==> src/rtl/equirectangular_point_projection_assert.svh <==
// Assertion macros shared by the projection RTL.
// Both macros assume a clock named clk and a synchronous reset named rst.
`ifndef EQUIRECTANGULAR_POINT_PROJECTION_ASSERT_SVH
`define EQUIRECTANGULAR_POINT_PROJECTION_ASSERT_SVH

`ifndef SYNTHESIS
`define EPP_ASSERT_ALWAYS(label, cond) \
  label: assert property (@(posedge clk) disable iff (rst) (cond)) \
    else $error("assertion failed");
`define EPP_ASSERT_IMPLY(label, ante, cons) \
  label: assert property (@(posedge clk) disable iff (rst) (ante) |-> (cons)) \
    else $error("assertion failed");
`else
`define EPP_ASSERT_ALWAYS(label, cond)
`define EPP_ASSERT_IMPLY(label, ante, cons)
`endif

`endif

==> src/rtl/epp_pkg.sv <==
package epp_pkg;

  // Pipeline depths, normalization top bit and CORDIC datapath width
  localparam int SqrtSteps   = 32;
  localparam int CordicSteps = 28;
  localparam int NormSteps   = 6;
  localparam int NormTopBit  = 46;
  localparam int CordicW     = 51;

  // Angles in signed Q4.28
  localparam logic signed [31:0] Q28Pi         = 32'sd843314857;
  localparam logic signed [31:0] Q28HalfPi     = 32'sd421657428;
  localparam logic signed [31:0] Q28TwoPi      = 32'sd1686629713;
  localparam logic signed [31:0] Q28PoleMargin = 32'sd26844;

  // Configuration register indexes
  typedef enum logic [2:0] {
    CFG_AXIS_MODE = 3'd0,
    CFG_COL_SCALE = 3'd1,
    CFG_ROW_SCALE = 3'd2,
    CFG_LOW_ELEV  = 3'd3,
    CFG_LAST_COL  = 3'd4,
    CFG_LAST_ROW  = 3'd5
  } cfg_reg_t;

  // Axis remap modes
  typedef enum logic [1:0] {
    AXIS_NATIVE = 2'd0,
    AXIS_ZXY    = 2'd1,
    AXIS_XZY    = 2'd2
  } axis_mode_t;

  typedef struct packed {
    logic signed [31:0] px;
    logic signed [31:0] py;
    logic signed [31:0] pz;
  } point_t;

  typedef struct packed {
    logic [15:0] col;
    logic [15:0] row;
    logic [32:0] dist_res;
    logic        point_valid;
  } result_t;

  // Arctangent of 2^-i in Q4.28
  function automatic logic signed [31:0] atan_entry(input int i);
    logic signed [31:0] v;
    case (i)
      0:  v = 32'sd210828714;
      1:  v = 32'sd124459457;
      2:  v = 32'sd65760959;
      3:  v = 32'sd33381290;
      4:  v = 32'sd16755422;
      5:  v = 32'sd8385879;
      6:  v = 32'sd4193963;
      7:  v = 32'sd2097109;
      8:  v = 32'sd1048571;
      9:  v = 32'sd524287;
      10: v = 32'sd262144;
      11: v = 32'sd131072;
      12: v = 32'sd65536;
      13: v = 32'sd32768;
      14: v = 32'sd16384;
      15: v = 32'sd8192;
      16: v = 32'sd4096;
      17: v = 32'sd2048;
      18: v = 32'sd1024;
      19: v = 32'sd512;
      20: v = 32'sd256;
      21: v = 32'sd128;
      22: v = 32'sd64;
      23: v = 32'sd32;
      24: v = 32'sd16;
      25: v = 32'sd8;
      26: v = 32'sd4;
      27: v = 32'sd2;
      default: v = 32'sd0;
    endcase
    return v;
  endfunction

endpackage

==> src/rtl/epp_isqrt.sv <==
// Floor square root of a 64-bit value, one result bit per stage.
module epp_isqrt
  import epp_pkg::*;
(
  input  logic        clk,
  input  logic [63:0] rad,
  output logic [31:0] root
);

  logic [63:0] v [SqrtSteps+1];
  logic [63:0] r [SqrtSteps+1];

  assign v[0] = rad;
  assign r[0] = '0;

  // Try one root bit per stage
  for (genvar k = 0; k < SqrtSteps; k++) begin : g_stage
    localparam logic [63:0] Bit = 64'd1 << (62 - 2 * k);
    logic [63:0] trial;
    assign trial = r[k] + Bit;
    always_ff @(posedge clk) begin
      if (v[k] >= trial) begin
        v[k+1] <= v[k] - trial;
        r[k+1] <= (r[k] >> 1) + Bit;
      end else begin
        v[k+1] <= v[k];
        r[k+1] <= r[k] >> 1;
      end
    end
  end

  assign root = r[SqrtSteps][31:0];

endmodule

==> config.mk <==
export PLATFORM = sky130hd
export DESIGN_NAME = epp_isqrt
export DESIGN_NICKNAME = d
export VERILOG_FILES = /design/src/rtl/equirectangular_point_projection_assert.svh /design/src/rtl/epp_pkg.sv /design/src/rtl/epp_isqrt.sv
export SDC_FILE = /design/constraint.sdc
export NUM_CORES = 2
export LEC_CHECK = 0
export BUFFER_PORTS_ARGS = -buffer_cell sky130_fd_sc_hd__buf_2
export CORE_AREA = 3 3 443 445
export DETAILED_ROUTE_END_ITERATION = 8
export DIE_AREA = 0 0 446 448
export PLACE_DENSITY = 0.76
export SLEW_MARGIN = 40
export SYNTH_ARGS = -nofsm -noshare
export SYNTH_HDL_FRONTEND = slang
export SYNTH_SLANG_ARGS = --single-unit
==> constraint.sdc <==
create_clock -name clk -period 3.4 [get_ports clk]
set_input_delay 0.17 -clock clk [delete_from_list [all_inputs] [get_ports clk]]
set_output_delay 0.17 -clock clk [all_outputs]
set_load 0.03 [all_outputs]
==> out/summary.md <==
The first global-routing pass estimated 433 mm of wire. The run gives 43.9% as the register share of total power. For the power dissipated by switching net loads, the log shows 0.0338 W. STA classifies the critical path endpoint as a flop. The via count of the routed design is 74.3k.

The worst path setup slack after routing was -0.0253 ns. The tool flagged a number of max-cap violations equal to 0. The sequential fraction of the synthesis area was 52.2%. For this run, the top clock speed supported by timing is 292 MHz.

Relative to the synthesized area, the layout overhead comes to 17.8%. Number of port buffers: 96. The library cells used most frequently in the layout, excluding fill and tap cells, are sky130_fd_sc_hd__dfxtp_1, sky130_fd_sc_hd__nor2_1, sky130_fd_sc_hd__inv_1. The period utilization was 101%. The run gives 0 as the final hold violation count.

The headroom to the max-slew limit came out at 39.9%. The overall die height is 448 µm, and the async set or reset register ratio after synthesis is 0%. The highest cell delay on the worst timing path was 0.45 ns; the number of antenna violations at the first check in global routing was 23.

The synthesized-area fraction occupied by ao, oa, aoi and oai cells works out to 12.0%. The area of the die is 200000 µm², and the placement-stage cell area is 103000 µm². Multiplexer fraction of the synthesized cell area: 1.07%. The count of H-tree levels built during CTS came out at 4. The final reports fail on negative setup slack.

The worst register-to-register path has a depth of 11. The data arrival time of the critical path was 4.14 ns; the final max-slew violation count was 0. The setup check on the worst reg-to-reg path leaves a slack of -0.03 ns. The largest net degree at the start of global routing is 47, and the final period demand of the worst path is 3.43 ns.

The fraction of power consumed by combinational cells came out at 26.8%. Once layout is done, the placed cells without fillers occupy 113000 µm². The post-synthesis xor/xnor area fraction came out at 8.10%. For this run, the detailed router's first-pass iteration total came to 6.

Across the VDD grid, the largest voltage drop is 724 µV. The synthesized netlist devotes 15.7% of its cell area to simple gates. TritonCTS built the clock tree. For the number of cells produced by synthesis, the log shows 9733.

The root buffer cell chosen for the clock tree is sky130_fd_sc_hd__clkbuf_16. The endpoint required time on the critical path is 4.12 ns, and the peak fanout along the critical path is 4. In this run, distinct cell masters in the synthesized netlist total 101.

The run gives 3 as the number of buffers on the longest clock path. Leaving out fill and tap cells, the most frequent cell in the layout is sky130_fd_sc_hd__dfxtp_1. Class of the tightest hold or removal check: in2reg.

The synthesized area per cell was 9.89 µm²; the count of antenna-violating nets left after detailed routing was 0. The run gives 233 as the number of buffers created by CTS. The summed negative setup slack over all endpoints is -0.0639 ns, and the actual slew at the worst max-slew pin is 0.900 ns. The net count of the finished layout is 11.1k. In the routed design, unresolved DRC markers number 0. Dividing the detail-routed via count by the number of cells gives 5.63.

In this run switching power makes up 34.2% of total power. The endpoint identified for the worst register-to-register timing path is v[252]$_DFF_P_. Setup violations remaining at the end of the flow were counted as 5. Global routing consumed, over all layers together, 28.0% of the routing resources. After clock tree synthesis, the clock-pin slew on the worst setup and hold paths is 0.07 ns.

The worst setup path is launched from a flop. In this run the critical register-to-register path is launched from r[274]$_DFF_P_. After floorplanning, the core was sized to cover 193000 µm².

After Yosys synthesis, full adders, half adders and majority gates account for 7.25% of the synthesized area. Counting tap cells, the placed design contains a total of 12.6k instances. The overflow left after global routing was 0; the fraction of power consumed by the clock network was 29.3%. Synthesis inferred 2512 register bits. Via count of the first global-routing pass: 75.0k. The finished layout holds 13.2k standard cells, fillers aside. The worst hold path terminates at v[2046]$_DFF_P_.

The number of placed I/O pins was 97. The clock arrives with 0.0819 ns of skew. When the netlist entered floorplanning its net count stood at 10.4k. For this run, the leading register cell type out of synthesis is sky130_fd_sc_hd__dfxtp_1. The placer congestion estimate was 1.01; the number of synthesized flops with an enable pin was 0.

In this run the most critical hold path is launched from rad[62]. After floorplanning, the core was divided into 161 placement rows. The buffers plus inverters on the worst setup path was 1; the worst hold path cell count was 4. The initial detailed-routing violation count is 5496. After synthesis, the largest family of logic cells by area is simple AND/OR/NAND/NOR gates.

The later pin in the worst-skew pair is clocked with a latency of 0.90 ns. Summed over all nets, the half-perimeter wirelength after detailed placement is 213 mm. During synthesis, Yosys emitted a total of 0 warnings. The analysis attributes to cell leakage a power of 51.8 nW.

Width of the die: 446 µm. The internal portion of the total power is 0.0650 W. By startpoint and endpoint, the worst setup path is classified as reg2reg.

The flow ran to the end, but the final reports show violations. The layout cell share with drive strength beyond 1 came out at 11.6%. The aggregate routed wire length came out at 288 mm.

The signal on the critical path passes through inv_2, ha_4, or4b_4, or4_4, nor3_4, or3b_1, o211ai_2, or3b_4, nor3_4, nand3b_1, xnor2_1. Worst-path cell with the longest stage delay: sky130_fd_sc_hd__or4b_4. Dividing total power by cell area gives a power density of 871 nW/µm². The area of the mapped netlist is 96300 µm², and the average wire per cell in the routed design is 21.8 µm. The effective utilization at floorplan came out at 50.0%. Counting stages on the worst path, the most repeated cell is sky130_fd_sc_hd__nor3_4. The clock sink count is 2512. Setup repair after global routing could not meet its margin everywhere. The cell family contributing the most delay on the critical path is simple AND/OR/NAND/NOR gates.
==> cell type report <==
type	instances	area, µm²
Sequential cell	2512	50300
Antenna cell	20	50.0
Multi-Input combinational cell	6316	43300
Tap cell	2526	3160
Fill cell	15500	79200
Clock inverter	131	2220
Clock buffer	307	6440
Timing Repair Buffer	673	5290
Inverter	704	2660
==> cell usage after synthesis (68+ instances only) <==
cell type / count / area, µm²
sky130_fd_sc_hd__dfxtp_1: 2512 / 50300
sky130_fd_sc_hd__nor2_1: 711 / 2670
sky130_fd_sc_hd__inv_1: 698 / 2620
sky130_fd_sc_hd__a21oi_1: 667 / 3340
sky130_fd_sc_hd__nand2_1: 581 / 2180
sky130_fd_sc_hd__ha_1: 558 / 6980
sky130_fd_sc_hd__xnor2_1: 493 / 4320
sky130_fd_sc_hd__o21ai_0: 408 / 2040
sky130_fd_sc_hd__xor2_1: 397 / 3480
sky130_fd_sc_hd__nor4_1: 334 / 2090
sky130_fd_sc_hd__nor3_1: 275 / 1380
sky130_fd_sc_hd__a21o_1: 213 / 1600
sky130_fd_sc_hd__nand3_1: 169 / 846
sky130_fd_sc_hd__nand4_1: 166 / 1040
sky130_fd_sc_hd__clkbuf_1: 145 / 544
sky130_fd_sc_hd__nand2b_1: 108 / 676
sky130_fd_sc_hd__or3_1: 99 / 619
sky130_fd_sc_hd__o21a_1: 86 / 646
sky130_fd_sc_hd__or4_1: 83 / 623
sky130_fd_sc_hd__mux2_2: 71 / 800
sky130_fd_sc_hd__nor2b_1: 68 / 425
==> power groups by stage <==
stage                     Combinational, W  Sequential (W)  Clock (W)
final                               0.0265          0.0433     0.0289
after global placement              0.0250          0.0434          0
after global routing                0.0290          0.0438     0.0304
after detailed placement            0.0254          0.0435          0
after floorplan                     0.0179          0.0401          0
after CTS                           0.0259          0.0429     0.0290
==> through the flow <==
step | hold WS, ns | setup WS [ns] | power, W | utilization, %
final | 0.199 | -0.0253 | 0.0988 | 58.9
after global routing | 0.173 | -0.0886 | 0.103 | 58.9
after CTS | 0.0827 | -0.00506 | 0.0978 | 58.5
after detailed placement | 0.289 | -0.352 | 0.0689 | 53.2
after global placement | 0.287 | -0.521 | 0.0684 | 53.2
after floorplan | 0.198 | 0.200 | 0.0580 | -
==> sequential cells by signal, indices dropped and copies added, names as in the netlist <==
name / count
r: 496
root: 32
v: 1984
==> cell families after synthesis <==
logic type	after synthesis
XOR/XNOR	890
buffers and inverters	905
adder cells (fa/ha/maj)	558
AND/OR/NAND/NOR	2920
AO/OA/AOI/OAI	1859
multiplexers	89
flip-flops	2512
==> metal layers <==
layer | vias to the layer above | wire length (µm) | GRT usage [%]
met4 | 4 | 26100 | 22.3
met2 | 2551 | 143000 | 50.2
met3 | 966 | 14500 | 4.64
li1 | 35500 | - | -
met5 | - | 33 | 0
met1 | 35300 | 104000 | 28.9
==> how the worst max path moves through the flow <==
| stage | from | endpoint | slack (ns) | depth (start not counted) |
|---|---|---|---|---|
| 3_5_place_dp | r[1262]$_DFF_P_ | v[1210]$_DFF_P_ | -0.35 | 11 |
| 4_1_cts | r[330]$_DFF_P_ | v[312]$_DFF_P_ | -0.005 | 12 |
| 6_report | r[274]$_DFF_P_ | v[252]$_DFF_P_ | -0.03 | 11 |
| 3_3_place_gp | r[1262]$_DFF_P_ | v[1214]$_DFF_P_ | -0.52 | 11 |
| 5_1_grt | r[274]$_DFF_P_ | v[252]$_DFF_P_ | -0.09 | 11 |
| 2_1_floorplan | r[160]$_DFF_P_ | v[126]$_DFF_P_ | 0.20 | 13 |
==> what timing repair did <==
action / CTS / global route
gates resized for setup: 37 / 126
setup buffers: 8 / 5
setup endpoints to repair: 165 / 242
endpoints found under the hold margin: 65 / 0
pin swaps: 15 / 34
hold buffers: 128 / 0
==> worst min-delay path, delay by kind of cell <==
family,cells,cell delay [ns]
buffers and inverters,3,0.73
XOR/XNOR,1,0.15
(Power assumes the default switching activity.)
